`src/deq_pkg.sv`:
```
package deq_pkg;

    // Request codes
    typedef enum logic [2:0] {
        OP_PUSH_FRONT = 3'd0,
        OP_PUSH_BACK  = 3'd1,
        OP_POP_FRONT  = 3'd2,
        OP_POP_BACK   = 3'd3,
        OP_PEEK_FRONT = 3'd4,
        OP_PEEK_BACK  = 3'd5
    } t_op;

    // Result status codes
    typedef enum logic [1:0] {
        ST_DONE  = 2'd0,
        ST_EMPTY = 2'd1,
        ST_FULL  = 2'd2
    } t_status;

    // Sequencer states, one-hot
    typedef enum logic [1:0] {
        S_IDLE = 2'b01,
        S_WAIT = 2'b10
    } t_state;

    localparam int WORD_W = 32;

endpackage

```
`src/deq_ram.sv`:
```
module deq_ram #(
    parameter int WIDTH = 32,
    parameter int DEPTH = 16
) (
    input  logic                     i_clk,
    input  logic                     i_we,
    input  logic [$clog2(DEPTH)-1:0] i_waddr,
    input  logic [WIDTH-1:0]         i_wdata,
    input  logic                     i_re,
    input  logic [$clog2(DEPTH)-1:0] i_raddr,
    output logic [WIDTH-1:0]         o_rdata
);

    logic [WIDTH-1:0] r_mem [DEPTH];
    logic [WIDTH-1:0] r_rdata;

    // Write one entry
    always_ff @(posedge i_clk) begin
        if (i_we) begin
            r_mem[i_waddr] <= i_wdata;
        end
    end

    // Register the read data; hold it between reads
    always_ff @(posedge i_clk) begin
        if (i_re) begin
            r_rdata <= r_mem[i_raddr];
        end
    end

    assign o_rdata = r_rdata;

endmodule

```
`src/double_ended_queue.sv`:
```
// Double-ended queue of 32-bit words in a ring RAM with front/back pointers.
// Each result passes through the RAM read register and the pending registers,
// then into the output register, which loads only while o_valid does not stall.
// Requests are taken one at a time: the next is taken only after that load.
// Reset (synchronous, active low) empties the queue: pointers and count clear,
// RAM contents are left as they are and are never read before being written.
module double_ended_queue #(
    parameter int DEPTH = 16
) (
    input  logic                       i_clk,
    input  logic                       i_rst_n,
    input  logic                       i_valid,
    output logic                       o_ready,
    input  logic [2:0]                 i_op,
    input  logic signed [31:0]         i_data_in,
    output logic                       o_valid,
    input  logic                       i_ready,
    output logic signed [31:0]         o_value,
    output logic [1:0]                 o_status,
    output logic [$clog2(DEPTH+1)-1:0] o_occupancy
);

    localparam int PW = $clog2(DEPTH);
    localparam int CW = $clog2(DEPTH + 1);
    localparam logic [PW-1:0] LAST = PW'(DEPTH - 1);
    localparam logic [CW-1:0] FULL_CNT = CW'(DEPTH);

    deq_pkg::t_state r_state, n_state;
    logic [PW-1:0]   r_head, n_head, r_tail, n_tail;
    logic [CW-1:0]   r_count, n_count;

    // Pending result, waiting for RAM data
    logic            r_pend_rd, n_pend_rd;
    logic [1:0]      r_pend_status, n_pend_status;
    logic [CW-1:0]   r_pend_occ, n_pend_occ;

    // Output register
    logic                    r_o_valid;
    logic signed [31:0]      r_o_value;
    logic [1:0]              r_o_status;
    logic [CW-1:0]           r_o_occ;

    logic                    accept, full, empty, load_out;
    logic [PW-1:0]           head_prev, head_next, tail_prev, tail_next;
    logic                    ram_we, ram_re;
    logic [PW-1:0]           ram_waddr, ram_raddr;
    logic [deq_pkg::WORD_W-1:0] ram_rdata;

    assign o_ready  = (r_state == deq_pkg::S_IDLE);
    assign accept   = i_valid && o_ready;
    assign full     = (r_count == FULL_CNT);
    assign empty    = (r_count == '0);
    assign load_out = (r_state == deq_pkg::S_WAIT) && (!r_o_valid || i_ready);

    // Ring neighbours of both pointers
    assign head_prev = (r_head == '0)  ? LAST : r_head - 1'b1;
    assign head_next = (r_head == LAST) ? '0  : r_head + 1'b1;
    assign tail_prev = (r_tail == '0)  ? LAST : r_tail - 1'b1;
    assign tail_next = (r_tail == LAST) ? '0  : r_tail + 1'b1;

    // Decode the request: pointer update and RAM access
    always_comb begin
        n_head        = r_head;
        n_tail        = r_tail;
        n_count       = r_count;
        n_pend_rd     = r_pend_rd;
        n_pend_status = r_pend_status;
        n_pend_occ    = r_pend_occ;
        ram_we        = 1'b0;
        ram_re        = 1'b0;
        ram_waddr     = r_tail;
        ram_raddr     = r_head;
        if (accept) begin
            n_pend_rd     = 1'b0;
            n_pend_status = deq_pkg::ST_DONE;
            unique case (deq_pkg::t_op'(i_op))
                deq_pkg::OP_PUSH_FRONT, deq_pkg::OP_PUSH_BACK: begin
                    if (full) begin
                        n_pend_status = deq_pkg::ST_FULL;
                    end else begin
                        ram_we  = 1'b1;
                        n_count = r_count + 1'b1;
                        if (deq_pkg::t_op'(i_op) == deq_pkg::OP_PUSH_FRONT) begin
                            ram_waddr = head_prev;
                            n_head    = head_prev;
                        end else begin
                            ram_waddr = r_tail;
                            n_tail    = tail_next;
                        end
                    end
                end
                deq_pkg::OP_POP_FRONT, deq_pkg::OP_PEEK_FRONT: begin
                    if (empty) begin
                        n_pend_status = deq_pkg::ST_EMPTY;
                    end else begin
                        ram_re    = 1'b1;
                        n_pend_rd = 1'b1;
                        ram_raddr = r_head;
                        if (deq_pkg::t_op'(i_op) == deq_pkg::OP_POP_FRONT) begin
                            n_head  = head_next;
                            n_count = r_count - 1'b1;
                        end
                    end
                end
                deq_pkg::OP_POP_BACK, deq_pkg::OP_PEEK_BACK: begin
                    if (empty) begin
                        n_pend_status = deq_pkg::ST_EMPTY;
                    end else begin
                        ram_re    = 1'b1;
                        n_pend_rd = 1'b1;
                        ram_raddr = tail_prev;
                        if (deq_pkg::t_op'(i_op) == deq_pkg::OP_POP_BACK) begin
                            n_tail  = tail_prev;
                            n_count = r_count - 1'b1;
                        end
                    end
                end
                default: begin
                    // unused codes leave the queue alone
                end
            endcase
            n_pend_occ = n_count;
        end
    end

    // Advance the sequencer
    always_comb begin
        n_state = r_state;
        unique case (r_state)
            deq_pkg::S_IDLE: if (accept)   n_state = deq_pkg::S_WAIT;
            deq_pkg::S_WAIT: if (load_out) n_state = deq_pkg::S_IDLE;
            default:                       n_state = deq_pkg::S_IDLE;
        endcase
    end

    // Control state
    always_ff @(posedge i_clk) begin
        if (!i_rst_n) begin
            r_state   <= deq_pkg::S_IDLE;
            r_head    <= '0;
            r_tail    <= '0;
            r_count   <= '0;
            r_o_valid <= 1'b0;
        end else begin
            r_state <= n_state;
            r_head  <= n_head;
            r_tail  <= n_tail;
            r_count <= n_count;
            if (load_out) begin
                r_o_valid <= 1'b1;
            end else if (i_ready) begin
                r_o_valid <= 1'b0;
            end
        end
    end

    // Pending and output payload
    always_ff @(posedge i_clk) begin
        r_pend_rd     <= n_pend_rd;
        r_pend_status <= n_pend_status;
        r_pend_occ    <= n_pend_occ;
        if (load_out) begin
            r_o_value  <= r_pend_rd ? $signed(ram_rdata) : 32'sd0;
            r_o_status <= r_pend_status;
            r_o_occ    <= r_pend_occ;
        end
    end

    deq_ram #(
        .WIDTH (deq_pkg::WORD_W),
        .DEPTH (DEPTH)
    ) u_ram (
        .i_clk   (i_clk),
        .i_we    (ram_we),
        .i_waddr (ram_waddr),
        .i_wdata (i_data_in),
        .i_re    (ram_re),
        .i_raddr (ram_raddr),
        .o_rdata (ram_rdata)
    );

    assign o_valid     = r_o_valid;
    assign o_value     = r_o_value;
    assign o_status    = r_o_status;
    assign o_occupancy = r_o_occ;

    // Count never exceeds the ring size
    a_count_bound: assert property (@(posedge i_clk) disable iff (!i_rst_n)
        r_count <= FULL_CNT)
        else $error("occupancy above depth");

    // Empty or full ring has the pointers meeting
    a_ptr_meet: assert property (@(posedge i_clk) disable iff (!i_rst_n)
        (empty || full) |-> (r_head == r_tail))
        else $error("pointers apart on empty or full queue");

    // Accepted push to a non-full queue grows the count by one
    a_push_grow: assert property (@(posedge i_clk) disable iff (!i_rst_n)
        (accept && !full && (i_op == 3'(deq_pkg::OP_PUSH_FRONT)
                             || i_op == 3'(deq_pkg::OP_PUSH_BACK)))
        |=> (r_count == $past(r_count) + 1'b1))
        else $error("push did not grow the count");

    // No new request is taken while a result is pending
    a_one_at_a_time: assert property (@(posedge i_clk) disable iff (!i_rst_n)
        accept |=> !o_ready)
        else $error("request taken while previous one pending");

endmodule

```
`config.mk`:
```
export PLATFORM = sky130hd
export DESIGN_NAME = double_ended_queue
export DESIGN_NICKNAME = d
export VERILOG_FILES = /design/src/deq_pkg.sv /design/src/deq_ram.sv /design/src/double_ended_queue.sv
export SDC_FILE = /design/constraint.sdc
export NUM_CORES = 1
export LEC_CHECK = 0
export BUFFER_PORTS_ARGS = -buffer_cell sky130_fd_sc_hd__buf_2
export CORE_ASPECT_RATIO = 1.2
export CORE_MARGIN = 2
export CORE_UTILIZATION = 50
export CTS_BUF_LIST = sky130_fd_sc_hd__clkbuf_4 sky130_fd_sc_hd__clkbuf_8
export DETAILED_ROUTE_END_ITERATION = 16
export PLACE_DENSITY = 0.69
export SLEW_MARGIN = 20
export SYNTH_ARGS = -nofsm -noshare
export SYNTH_HDL_FRONTEND = slang
export SYNTH_SLANG_ARGS = --single-unit
```
`constraint.sdc`:
```
create_clock -name i_clk -period 4.3 [get_ports i_clk]
set_clock_uncertainty 0.1 [all_clocks]
set_input_delay 0.86 -clock i_clk [delete_from_list [all_inputs] [get_ports i_clk]]
set_output_delay 0.86 -clock i_clk [all_outputs]
set_load 0.02 [all_outputs]
```
After elaboration in Yosys (flattened, before gate mapping)
Memories as Yosys holds them, arrays and structs flattened. A register that Yosys moved wholly into a read port is not among the register bits.
Cells that the tools add are included.
{"block": "totals", "input_bits": 39, "register_bits": 63, "ramBits": 512, "out_inout_bits": 41, "word_cells": 98, "n_memories": 1}
{"memory": "u_ram.r_mem", "depth": 16, "word_bits": 32, "read_ports": 1, "rd_ports_with_merged_regs": 1, "wr": 1, "line_no": "deq_ram.sv:14", "text": "logic [WIDTH-1:0] r_mem [DEPTH];"}
{"block": "op_classes", "n_addsub": 6, "muxes": 43, "reduce_logical": 18, "n_eq_ne": 19}
{"cell": "two-way mux 4 bit", "count": 19}
{"cell": "two-way mux 5 bit", "count": 5}
{"cell": "inequality test 2 bit (second input constant)", "count": 8}
{"cell": "one-hot mux 4 bit (2 select lines)", "count": 2}
{"cell": "one-hot mux 5 bit (3 select lines)", "count": 1}
{"cell": "AND reduction 6 bit", "count": 2}
{"cell": "two-way mux 1 bit", "count": 11}
{"cell": "adder 4 x 1 -> 4 bit (second input constant)", "count": 2}
{"cell": "equality test 4 bit (second input constant)", "count": 2}
{"cell": "logical NOT 4 bit", "count": 2}
{"cell": "one-hot mux 2 bit (2 select lines)", "count": 2}
{"cell": "subtractor 4 x 1 -> 4 bit (second input constant)", "count": 2}
{"cell": "equality test 3 x 2 -> 1 bit (second input constant)", "count": 2}
{"cell": "equality test 3 bit (second input constant)", "count": 2}
{"cell": "two-way mux 2 bit", "count": 3}
{"cell": "nonzero test 2 bit", "count": 3}
{"cell": "OR reduction 2 bit", "count": 3}
{"cell": "adder 5 x 1 -> 5 bit (second input constant)", "count": 1}
{"cell": "equality test 5 bit (second input constant)", "count": 1}
{"cell": "logical NOT 5 bit", "count": 1}
{"cell": "subtractor 5 x 1 -> 5 bit (second input constant)", "count": 1}
{"cell": "OR reduction 4 bit", "count": 1}
{"cell": "equality test 3 x 1 -> 1 bit (second input constant)", "count": 1}
{"cell": "logical NOT 3 bit", "count": 1}
{"cell": "7 further kinds", "count": 8}

Longest topological paths before layout
Gate-level depths: netlist of run 1.
{"block": "logic_depth", "ltp_word": 6, "ltp_mapped": 12, "depth_no_buf": 8}

Cells and area by module
From an unflattened synthesis of run 1, not the netlist that was laid out.
{"block": "unflattened", "hier_cells": 1120, "hier_area_um2": 23236.0}
{"mod": "deq_ram", "seq_area_each_um2": 16335.7, "instances": 1, "cells_per_inst": 838, "area_per_inst_um2": 20155.6}
{"mod": "double_ended_queue", "seq_area_each_um2": 1731.7, "instances": 1, "cells_per_inst": 282, "area_per_inst_um2": 3080.5}

Least setup slack after synthesis of run 1
OpenSTA, ideal clock, no wires.
{"block": "synth_timing", "path_kind": "input-to-reg", "from": "input i_op[1]", "to": "memory u_ram.r_mem[4][0] (enable)", "n_path_buf": 2, "t_arrival_ns": 3.650, "setup_time_ns": 0.421, "required_ns": 3.779, "stages": 9, "path_slack_ns": 0.129, "cell_sequence": "buf_2 > inv_1 > ha_1 > clkbuf_1 > nand4_1 > mux2i_1 > nor3_1 > nand2_1 > nor2_1"}
{"block": "synth_via", "elab_chain_len": 6, "word_cells_on_any_way": 11, "classes_between": "eq/ne (1); mux (8); reduce/logical (2)"}
{"element": "start, declared", "line_no": "double_ended_queue.sv:14", "text": "input logic [2:0] i_op,"}
{"element": "equality test 3 x 1 -> 1 bit or logical NOT 3 bit (tied branches)", "line_no": "double_ended_queue.sv:76, double_ended_queue.sv:83"}
{"element": "OR reduction 2 bit", "line_no": "double_ended_queue.sv:76", "text": "unique case (deq_pkg::t_op'(i_op))"}
{"element": "two-way mux 1 bit", "line_no": "double_ended_queue.sv:76"}
{"element": "two-way mux 1 bit", "line_no": "double_ended_queue.sv:73", "text": "if (accept) begin"}
{"element": "two-way mux 1 bit", "line_no": "deq_ram.sv:19", "text": "if (i_we) begin"}
{"element": "two-way mux 1 bit (not written as such)", "line_no": "deq_ram.sv:20", "text": "r_mem[i_waddr] <= i_wdata;"}
{"element": "end, declared", "line_no": "deq_ram.sv:14"}
Parallel ways exist; a longest one is shown, timed or not.

Worst setup path after layout of run 1
{"block": "layout_timing", "from": "register r_count[0]", "to": "register u_ram.r_rdata[3], in the netlist u_ram.o_rdata[3] (read register of u_ram.r_mem), data pin"}
{"block": "layout_via", "elab_chain_len": 4, "word_cells_on_any_way": 7, "classes_between": "mux (6); reduce/logical (1)"}
{"element": "start, declared", "line_no": "double_ended_queue.sv:30", "text": "logic [CW-1:0] r_count, n_count;"}
{"element": "start signal, assigned", "line_no": "double_ended_queue.sv:148", "text": "r_count <= n_count;"}
{"element": "logical NOT 5 bit (*)", "line_no": "double_ended_queue.sv:52", "text": "assign empty = (r_count == '0);"}
{"element": "two-way mux 4 bit or two-way mux 1 bit (tied branches)", "line_no": "double_ended_queue.sv:106, double_ended_queue.sv:93"}
{"element": "two-way mux 4 bit or two-way mux 1 bit (tied branches)"}
{"element": "two-way mux 4 bit or two-way mux 1 bit (tied branches)", "line_no": "double_ended_queue.sv:73"}
{"element": "end, declared", "line_no": "deq_ram.sv:15", "text": "logic [WIDTH-1:0] r_rdata;"}
Every way passes the cells marked *; elsewhere a longest branch is shown, timed or not.
A chain may end at the register's enable or synchronous reset.

==> results.yml, run 1 <==
timing:
  period_share: 0.843
  clock.fmax_ghz: 0.276
  report.final.hold_viol_count: 0
  hold_ws_ps: 318
  setup_tns_ps: 0
  report.final.slew_viol_count: 0
  max_slew.worst_pin.slew_ps: 748
  setup_slack_ps: 676
  period_needed_ps: 3620
  rsz0062_at_grt: "false"
  setup_viol: 0
  relSlewSlack: 0.497
routing:
  wirelength_microns: 51700
  number_of_drc_violations_after_detailed_routing: 0
  ant_nets: 0
  drt_first_iter_violations: 1091
  route.detailed.vias_per_inst: 5.76
  post_drt_wl_per_cell_microns: 23.6
  drt_pass1_iterations: 5
  num_vias: 12600
layout:
  area_growth_pct: 15.1
  most-common-layout-cells: "sky130_fd_sc_hd__edfxtp_1, sky130_fd_sc_hd__mux2i_1, sky130_fd_sc_hd__o22ai_1, sky130_fd_sc_hd__clkbuf_8, sky130_fd_sc_hd__buf_2"
  mostFrequentLayoutCell: "sky130_fd_sc_hd__edfxtp_1"
  postLayoutCellArea_sq_mm: 0.0271
  post-route-util: 0.580
  nNetsFinal: 1548
  layoutNonFillerInstCount: 2191
  proportion_of_layout_cells_with_a_drive_suffix_above_1: 0.194
  layout.filler_cells: 3448
worst_setup_path:
  worstSetupPathType: "reg2reg"
  signal_arrival_time_at_the_worst_endpoint_ps: 3910
  cp_data_required_time_ps: 4590
  crit_fanout: 18
  crit_path_end_kind: "flop"
  cp-start-kind: "flop"
placement:
  pre_cts_ws_ps: 492
  dpl-instance-area_sq_mm: 0.0253
  port-buffer-count: 79
  finalWeightedCongestion: 0.842
  dp.cells: 2031
  hpwl_after_detailed_placement_microns: 27500
grt:
  global_route.usage.met3: 0.0373
  grt_start_max_net_pins: 73
  grt.met2_usage: 0.359
  number_of_antenna_violations_at_the_first_check_in_global_routing: 2
  vias_in_the_first_global_route: 12800
  first_pass_grt_wire_length_microns: 76600
  global_route.overflow_total: 0
  busiest_layer: "met2"
  grt.met1_usage: 0.268
  grtUsageTotal: 0.212
synthesis:
  ys_seq_area_frac: 0.768
  synth_area_leader_cell: "sky130_fd_sc_hd__edfxtp_1"
  synth-edff-count: 591
  synth.net_count: 1399
  synth.distinct_cells: 59
  synth_top_area_share: 0.754
  syn_inst: 1351
  syn_area_sq_mm: 0.0235
  synth-main-ff-cell: "sky130_fd_sc_hd__edfxtp_1"
  ys_top_cells_by_area: "sky130_fd_sc_hd__edfxtp_1, sky130_fd_sc_hd__mux2i_1, sky130_fd_sc_hd__o22ai_1"
  ys_seq_elements: 607
  yosys_warnings: 0
  post_synth.cell_area_avg_sq_um: 17.4
  synthArstFlopShare: 0
pwr:
  cellPowerDensity_mw_per_mm2: 431
  p_total_mw: 11.7
  p_leak_nw: 10.5
  vdd_ir_drop_max_uv: 211
clock_network:
  numCtsBuffers: 90
  holdBufCountCts: 0
  clkSlewWorstSetupHoldPaths_ps: 70
  htreeDepth: 3
  post_cts_resized: 0
  cts.sink_count: 607
  cts.path.max_buffers: 3
  cts-root-buf: "sky130_fd_sc_hd__clkbuf_8"
  clock_latency_on_the_worst_skew_pair_ps: 680
  cts_tree: "done"
  buffers_inserted_during_post_cts_setup_optimization: 0
floorplan:
  floorplan.initialDensity: 0.504
  core_area_sq_mm: 0.0467
  ios: 80
  die_y_microns: 242
  design.die.area_sq_mm: 0.0488
  die_w_microns: 202
  placement_row_count: 87
flow_run:
  max-cap-violations: 0
status:
  result_of_the_run: "completed"
min_path:
  holdCritPathClass: "reg2reg"
==> final cells by class <==
| type | count | area (sq um) | area share |
|---|---|---|---|
| Clock inverter | 38 | 263 | 0.00970 |
| Antenna cell | 3 | 7.51 | 0.000277 |
| Tap cell | 623 | 779 | 0.0288 |
| Sequential cell | 607 | 18100 | 0.667 |
| Clock buffer | 119 | 1470 | 0.0542 |
| Timing Repair Buffer | 130 | 1120 | 0.0412 |
| Inverter | 20 | 75.1 | 0.00277 |
| Multi-Input combinational cell | 651 | 5310 | 0.196 |
==> sequential cells by signal (all words and copies together), names as in the netlist <==
signal         flops
u_ram.o_rdata     32
r_head             4
r_tail             4
r_pend_occ         5
r_pend_rd          1
r_state            2
o_occupancy        5
r_count            5
u_ram.r_mem      512
o_valid            1
o_value           32
o_status           2
r_pend_status      2
==> power by group <==
| part | total (mW) | switching [mW] | internal [mW] |
|---|---|---|---|
| Clock | 4.48 | 2.08 | 2.40 |
| Combinational | 0.619 | 0.388 | 0.231 |
| Sequential | 6.58 | 0.0248 | 6.56 |
==> critical path, stage by stage, from the launching register on <==
cell and delay, ps:
sky130_fd_sc_hd__dfxtp_1 360, sky130_fd_sc_hd__inv_1 90, sky130_fd_sc_hd__ha_1 270, sky130_fd_sc_hd__or4b_1 620, sky130_fd_sc_hd__nand4_1 380, sky130_fd_sc_hd__nor2_1 180, sky130_fd_sc_hd__a32oi_4 200, sky130_fd_sc_hd__buf_4 390
sky130_fd_sc_hd__o22ai_1 160, sky130_fd_sc_hd__or4_1 580
==> per-layer routing <==
| layer | vias to the layer above | part of all wire |
|---|---|---|
| li1 | 5710 | - |
| met1 | 6351 | 0.40 |
| met2 | 462 | 0.51 |
| met3 | 101 | 0.066 |
| met4 | 0 | 0.029 |
| met5 | - | 0 |
==> synthesized netlist by cell type (4+ instances only) <==
| cell type | count |
|---|---|
| sky130_fd_sc_hd__clkbuf_1 | 42 |
| sky130_fd_sc_hd__o21ai_0 | 13 |
| sky130_fd_sc_hd__and2_1 | 33 |
| sky130_fd_sc_hd__xnor2_1 | 4 |
| sky130_fd_sc_hd__nor2_1 | 42 |
| sky130_fd_sc_hd__mux2i_1 | 261 |
| sky130_fd_sc_hd__buf_2 | 27 |
| sky130_fd_sc_hd__a31oi_1 | 5 |
| sky130_fd_sc_hd__edfxtp_1 | 591 |
| sky130_fd_sc_hd__inv_1 | 19 |
| sky130_fd_sc_hd__nand2_1 | 24 |
| sky130_fd_sc_hd__o22ai_1 | 132 |
| sky130_fd_sc_hd__nor3_1 | 6 |
| sky130_fd_sc_hd__nand3_1 | 6 |
| sky130_fd_sc_hd__ha_1 | 9 |
| sky130_fd_sc_hd__nor2b_1 | 6 |
| sky130_fd_sc_hd__and3_1 | 4 |
| sky130_fd_sc_hd__nand2b_1 | 7 |
| sky130_fd_sc_hd__or4_1 | 32 |
| sky130_fd_sc_hd__dfxtp_1 | 16 |
| sky130_fd_sc_hd__a21oi_1 | 19 |
==> kinds of logic (layout without fill, tap and decap cells) <==
family / Yosys count / in the layout / share of synthesized area
xor gates and xnor gates: 7 / 7 / 0.00261
other: 0 / 3 / 0
adders and majority gates: 10 / 10 / 0.00521
AOI/OAI and AO/OA: 197 / 197 / 0.0538
DFF: 607 / 607 / 0.768
muxes: 261 / 261 / 0.111
and+or+nand+nor: 176 / 176 / 0.0429
buffers and inverters: 93 / 307 / 0.0167
==> worst paths after layout <==
path                       from          endpoint  slack, ps  cells past startpoint
setup / recovery     r_count[0]  u_ram.o_rdata[3]        680                      9
hold / removal    r_pend_occ[4]    o_occupancy[4]        320                      0
setup reg to reg     r_count[0]  u_ram.o_rdata[3]        680                      9
hold reg to reg   r_pend_occ[4]    o_occupancy[4]        320                      0
(Power assumes the default switching activity.)
==> inputs of run 2 (changes only) <==
clock period = 3.12 ns   (was 4.3 ns; I/O delays follow)
==> run 2 against run 1 <==
  * The run now ends with setup timing left
  * Non-clock buffer count increased by 85
  * First-iteration DRC count increased by 18%
  * Final cell count increased by 4.0%
  * Critical path depth increased by 5
  * Power increased by 38%
  * Routed wire length increased by 4.6%
  * Global-route usage increased by 0.79 points
  * Critical endpoint is now u_ram.o_rdata[23]
==> results.yml, run 2 (same netlist as run 1, synthesis figures left out) <==
status:
  result_of_the_run: "finished with violations"
  violations: "setup timing"
floorplan:
  ios: 80
  core_area_sq_mm: 0.0467
  floorplan.initialDensity: 0.504
  die_y_microns: 242
  placement_row_count: 87
  design.die.area_sq_mm: 0.0488
  die_w_microns: 202
placement:
  hpwl_after_detailed_placement_microns: 30200
  finalWeightedCongestion: 0.867
  port-buffer-count: 79
  dpl-instance-area_sq_mm: 0.0263
timing:
  rsz0062_at_grt: "true"
  report.final.slew_viol_count: 0
  clock.fmax_ghz: 0.319
  setup_viol: 2
  period_needed_ps: 3140
  relSlewSlack: 0.510
  setup_slack_ps: -15.3
  report.final.hold_viol_count: 0
  period_share: 1.00
  max_slew.worst_pin.slew_ps: 730
layout:
  mostFrequentLayoutCell: "sky130_fd_sc_hd__edfxtp_1"
  most-common-layout-cells: "sky130_fd_sc_hd__edfxtp_1, sky130_fd_sc_hd__mux2i_1, sky130_fd_sc_hd__o22ai_1, sky130_fd_sc_hd__clkbuf_8, sky130_fd_sc_hd__buf_2"
  postLayoutCellArea_sq_mm: 0.0284
  nNetsFinal: 1632
  largest_register_ff_count: 512
  area_growth_pct: 20.7
  largest_register: "u_ram.r_mem"
  post-route-util: 0.608
  proportion_of_layout_cells_with_a_drive_suffix_above_1: 0.248
worst_setup_path:
  crit_fanout: 9
  worstSetupPathType: "reg2reg"
  cp-start-kind: "flop"
  cp_data_required_time_ps: 3400
  crit_path_end_kind: "flop"
  signal_arrival_time_at_the_worst_endpoint_ps: 3420
routing:
  route.detailed.vias_per_inst: 5.75
  post_drt_wl_per_cell_microns: 23.8
  drt_pass1_iterations: 5
  ant_nets: 0
  number_of_drc_violations_after_detailed_routing: 0
  drt_first_iter_violations: 1289
  num_vias: 13100
  wirelength_microns: 54100
clock_network:
  cts.path.max_buffers: 3
  cts.sink_count: 607
  clock_latency_on_the_worst_skew_pair_ps: 650
  holdBufCountCts: 0
  cts_tree: "done"
  numCtsBuffers: 89
  htreeDepth: 3
  cts-root-buf: "sky130_fd_sc_hd__clkbuf_8"
  clkSlewWorstSetupHoldPaths_ps: 70
pwr:
  p_sw_mw: 3.52
  swShare: 0.219
  p_leak_nw: 11.0
  power.share.clock: 0.373
  comb_power_share: 0.064
  cell_internal_power_dissipation_mw: 12.6
  vdd_ir_drop_max_uv: 282
  power_share_of_the_sequential_group: 0.563
  cellPowerDensity_mw_per_mm2: 567
flow_run:
  max-cap-violations: 0
grt:
  first_pass_grt_wire_length_microns: 79600
  grtUsageTotal: 0.220
  number_of_antenna_violations_at_the_first_check_in_global_routing: 4
  grt_start_max_net_pins: 33
  global_route.overflow_total: 0
  vias_in_the_first_global_route: 13100
min_path:
  holdCritPathClass: "in2reg"
run 2: layout make-up:
class / instances / area (sq um)
Antenna cell: 2 / 5.00
Clock buffer: 116 / 1440
Clock inverter: 44 / 231
Fill cell: 3343 / 18300
Inverter: 20 / 75.1
Multi-Input combinational cell: 651 / 5460
Sequential cell: 607 / 18100
Tap cell: 623 / 779
Timing Repair Buffer: 215 / 2340
run 2: timing repair:
action	CTS	global route
hold endpoints to repair	0	0
buffers inserted	7	11
endpoints found under the setup margin	30	32
pin swaps	2	16
gates cloned	3	3
resized for setup	13	33
run 2: power groups by stage:
stage               Clock [mW]  Sequential [mW]  Combinational [mW]
floorplan                    0             9.24               0.565
global placement             0             9.24               0.931
detailed placement           0             9.24               0.954
CTS                       6.13             9.07               0.996
global route              6.43             9.07                1.11
finish                    6.01             9.07                1.04
run 2: routing by layer:
layer | track usage | vias to the layer above | part of all wire
li1 | - | 5871 | -
met3 | 0.0357 | 96 | 0.071
met1 | 0.297 | 6610 | 0.42
met5 | 0 | - | 0.00039
met2 | 0.360 | 516 | 0.49
met4 | 0.0848 | 4 | 0.025
run 2: final timing paths:
kind | from | end | slack (ps) | cells after the start
worst max-delay path | r_count[1] | u_ram.o_rdata[23] | -20 | 14
worst min-delay path | i_rst_n | r_count[1] | 130 | 2
worst max register to register | r_count[1] | u_ram.o_rdata[23] | -20 | 14
worst min register to register | r_pend_status[1] | o_status[1] | 320 | 0
run 2: metrics by stage:
| step | setup slack [ps] | hold WS [ps] | std cells | power [mW] | TNS (ps) |
|---|---|---|---|---|---|
| after CTS | -16.5 | 107 | 2266 | 16.2 | -20.5 |
| after global routing | -115 | 115 | 2277 | 16.6 | -1320 |
| after floorplan | -215 | 300 | 1351 | 9.80 | -31330 |
| final | -15.3 | 132 | 2278 | 16.1 | -16.0 |
| after detailed placement | -283 | 305 | 2096 | 10.2 | -38800 |
| after global placement | -287 | 305 | 2096 | 10.2 | -16860 |
run 2: worst max-delay path, stage by stage, from the launching register on:
cell	delay [ps]
sky130_fd_sc_hd__dfxtp_2	340
sky130_fd_sc_hd__inv_2	50
sky130_fd_sc_hd__ha_4	170
sky130_fd_sc_hd__nor4b_4	140
sky130_fd_sc_hd__nor4_4	210
sky130_fd_sc_hd__buf_4	180
sky130_fd_sc_hd__mux2i_4	330
sky130_fd_sc_hd__buf_12	210
sky130_fd_sc_hd__buf_8	130
sky130_fd_sc_hd__buf_12	100
sky130_fd_sc_hd__buf_16	120
sky130_fd_sc_hd__buf_12	100
sky130_fd_sc_hd__mux2i_1	190
sky130_fd_sc_hd__o22ai_1	90
sky130_fd_sc_hd__or4_1	400
==> inputs of run 3 (changes only) <==
CORE_MARGIN = default   (was 2)
PLACE_DENSITY = 0.66   (was 0.69)
clock period = 3.7 ns   (was 3.12 ns; I/O delays follow)
==> run 3 against run 2 <==
  * Fmax down 12%
  * Clock power down 6.0%
  * Setup slack better by 170 ps
  * Clock-buffer cell count up 8
  * Hold slack better by 83 ps
  * Critical path depth down 4
  * Non-clock buffer count down 55
  * Sequential share of layout area up 1.7 points
  * First-iteration DRC count down 4.7%
  * The flow now finishes without violations
  * Sequential power down 16%
  * Largest power group unchanged
  * Die area down 1.8%
==> results.yml, run 3 (same netlist as run 1, synthesis figures left out) <==
status:
  result_of_the_run: "completed"
layout:
  area_growth_pct: 17.5
  layout.filler_cells: 3415
  largest_register_ff_count: 512
  postLayoutCellArea_sq_mm: 0.0277
  largest_register: "u_ram.r_mem"
  multiInputGateArea_sq_mm: 0.00531
  layout.area.seq_sq_mm: 0.0181
  nNetsFinal: 1581
  mostFrequentLayoutCell: "sky130_fd_sc_hd__edfxtp_1"
  most-common-layout-cells: "sky130_fd_sc_hd__edfxtp_1, sky130_fd_sc_hd__mux2i_1, sky130_fd_sc_hd__o22ai_1, sky130_fd_sc_hd__clkbuf_8, sky130_fd_sc_hd__buf_2"
  proportion_of_layout_cells_with_a_drive_suffix_above_1: 0.216
worst_setup_path:
  worstSetupPathType: "reg2reg"
  signal_arrival_time_at_the_worst_endpoint_ps: 3880
  setup.worst_path.start: "r_count[1]"
  setup.reg_to_reg.worst_slack_ps: 150
  cp_data_required_time_ps: 4030
  cp-start-kind: "flop"
  crit_fanout: 30
  crit_path_end_kind: "flop"
  worst_r2r_startpoint: "r_count[1]"
floorplan:
  ios: 80
  floorplan.initialDensity: 0.510
  die_w_microns: 200
  design.die.area_sq_mm: 0.0479
  core_area_sq_mm: 0.0462
  die_y_microns: 240
  placement_row_count: 86
clock_network:
  clock_latency_on_the_worst_skew_pair_ps: 690
  clkSlewWorstSetupHoldPaths_ps: 60
  cts.path.max_buffers: 3
  cts.sink_count: 607
  cts_tree: "done"
  htreeDepth: 3
  cts-root-buf: "sky130_fd_sc_hd__clkbuf_8"
  numCtsBuffers: 93
routing:
  route.detailed.vias_per_inst: 5.77
  drt_pass1_iterations: 7
  number_of_drc_violations_after_detailed_routing: 0
  drt_first_iter_violations: 1229
  wirelength_microns: 54700
  ant_nets: 0
  num_vias: 12900
  post_drt_wl_per_cell_microns: 24.6
timing:
  report.final.hold_viol_count: 0
  setup_viol: 0
  report.final.slew_viol_count: 0
  setup_slack_ps: 151
  max_slew.worst_pin.slew_ps: 868
  period_share: 0.959
  clock.fmax_ghz: 0.282
  period_needed_ps: 3550
  relSlewSlack: 0.416
  rsz0062_at_grt: "false"
pwr:
  p_leak_nw: 10.8
  vdd_ir_drop_max_uv: 497
  cellPowerDensity_mw_per_mm2: 508
placement:
  port-buffer-count: 79
  finalWeightedCongestion: 0.807
  pre_cts_ws_ps: 58.9
  dpl-instance-area_sq_mm: 0.0256
  hpwl_after_detailed_placement_microns: 29300
min_path:
  holdCritPathClass: "in2reg"
  worst_hold_start: "i_rst_n"
flow_run:
  max-cap-violations: 0
grt:
  global_route.overflow_total: 0
  number_of_antenna_violations_at_the_first_check_in_global_routing: 4
  grtUsageTotal: 0.235
  grt_start_max_net_pins: 40
  first_pass_grt_wire_length_microns: 80300
  vias_in_the_first_global_route: 12800
run 3: worst max-delay path: stages, from the launching register on:
cell	delay, ps
sky130_fd_sc_hd__dfxtp_1	420
sky130_fd_sc_hd__inv_1	110
sky130_fd_sc_hd__ha_1	250
sky130_fd_sc_hd__nor4b_2	230
sky130_fd_sc_hd__nor4_4	420
sky130_fd_sc_hd__mux2i_4	400
sky130_fd_sc_hd__buf_12	220
sky130_fd_sc_hd__buf_16	240
sky130_fd_sc_hd__mux2i_1	230
sky130_fd_sc_hd__o22ai_1	100
sky130_fd_sc_hd__or4_1	530
run 3: area by class of cell:
| type | instances | area share |
|---|---|---|
| flip-flops and latches | 607 | 0.653 |
| multi-input cells | 651 | 0.192 |
| clock buffers | 124 | 0.0556 |
| repair buffers | 160 | 0.0545 |
| well taps | 616 | 0.0279 |
| clock inverters | 47 | 0.0135 |
| inverters | 20 | 0.00271 |
| diodes | 3 | 0.000271 |
run 3: path summary, 6_finish.rpt:
path	to	depth (start not counted)
worst max-delay path	u_ram.o_rdata[16]	10
worst min-delay path	r_count[1]	2
worst max register to register	u_ram.o_rdata[16]	10
worst min register to register	o_status[0]	0
run 3: metrics by stage:
stage                     instances  total power, mW  setup TNS, ps   util  hold WS (ps)
after global placement         2050             8.51              0  0.556           301
after floorplan                1351             8.23        -127290      -           300
after CTS                      2221             14.1              0  0.597           170
after global routing           2227             14.5              0  0.599           202
after detailed placement       2050             8.53              0  0.556           306
final                          2228             14.1              0  0.599           216
run 3: power by group:
part | internal, mW | leakage [nW] | switching [mW] | total (mW)
clock | 3.08 | 1.01 | 2.57 | 5.65
sequential | 7.62 | 5.47 | 0.0304 | 7.65
combinational | 0.295 | 4.29 | 0.460 | 0.755
run 3: what timing repair did:
item                                    4_1_cts  5_1_grt
endpoints found under the setup margin        0       10
gates resized for setup                       0        4
setup buffers                                 0        2
hold endpoints to repair                      0        0
hold buffers                                  0        0
run 3: per-layer routing:
metal | share of wire | track usage | vias up
met5 | 0.00042 | 0 | -
li1 | - | - | 5785
met2 | 0.50 | 0.388 | 422
met1 | 0.42 | 0.311 | 6561
met4 | 0.024 | 0.0898 | 4
met3 | 0.057 | 0.0403 | 92
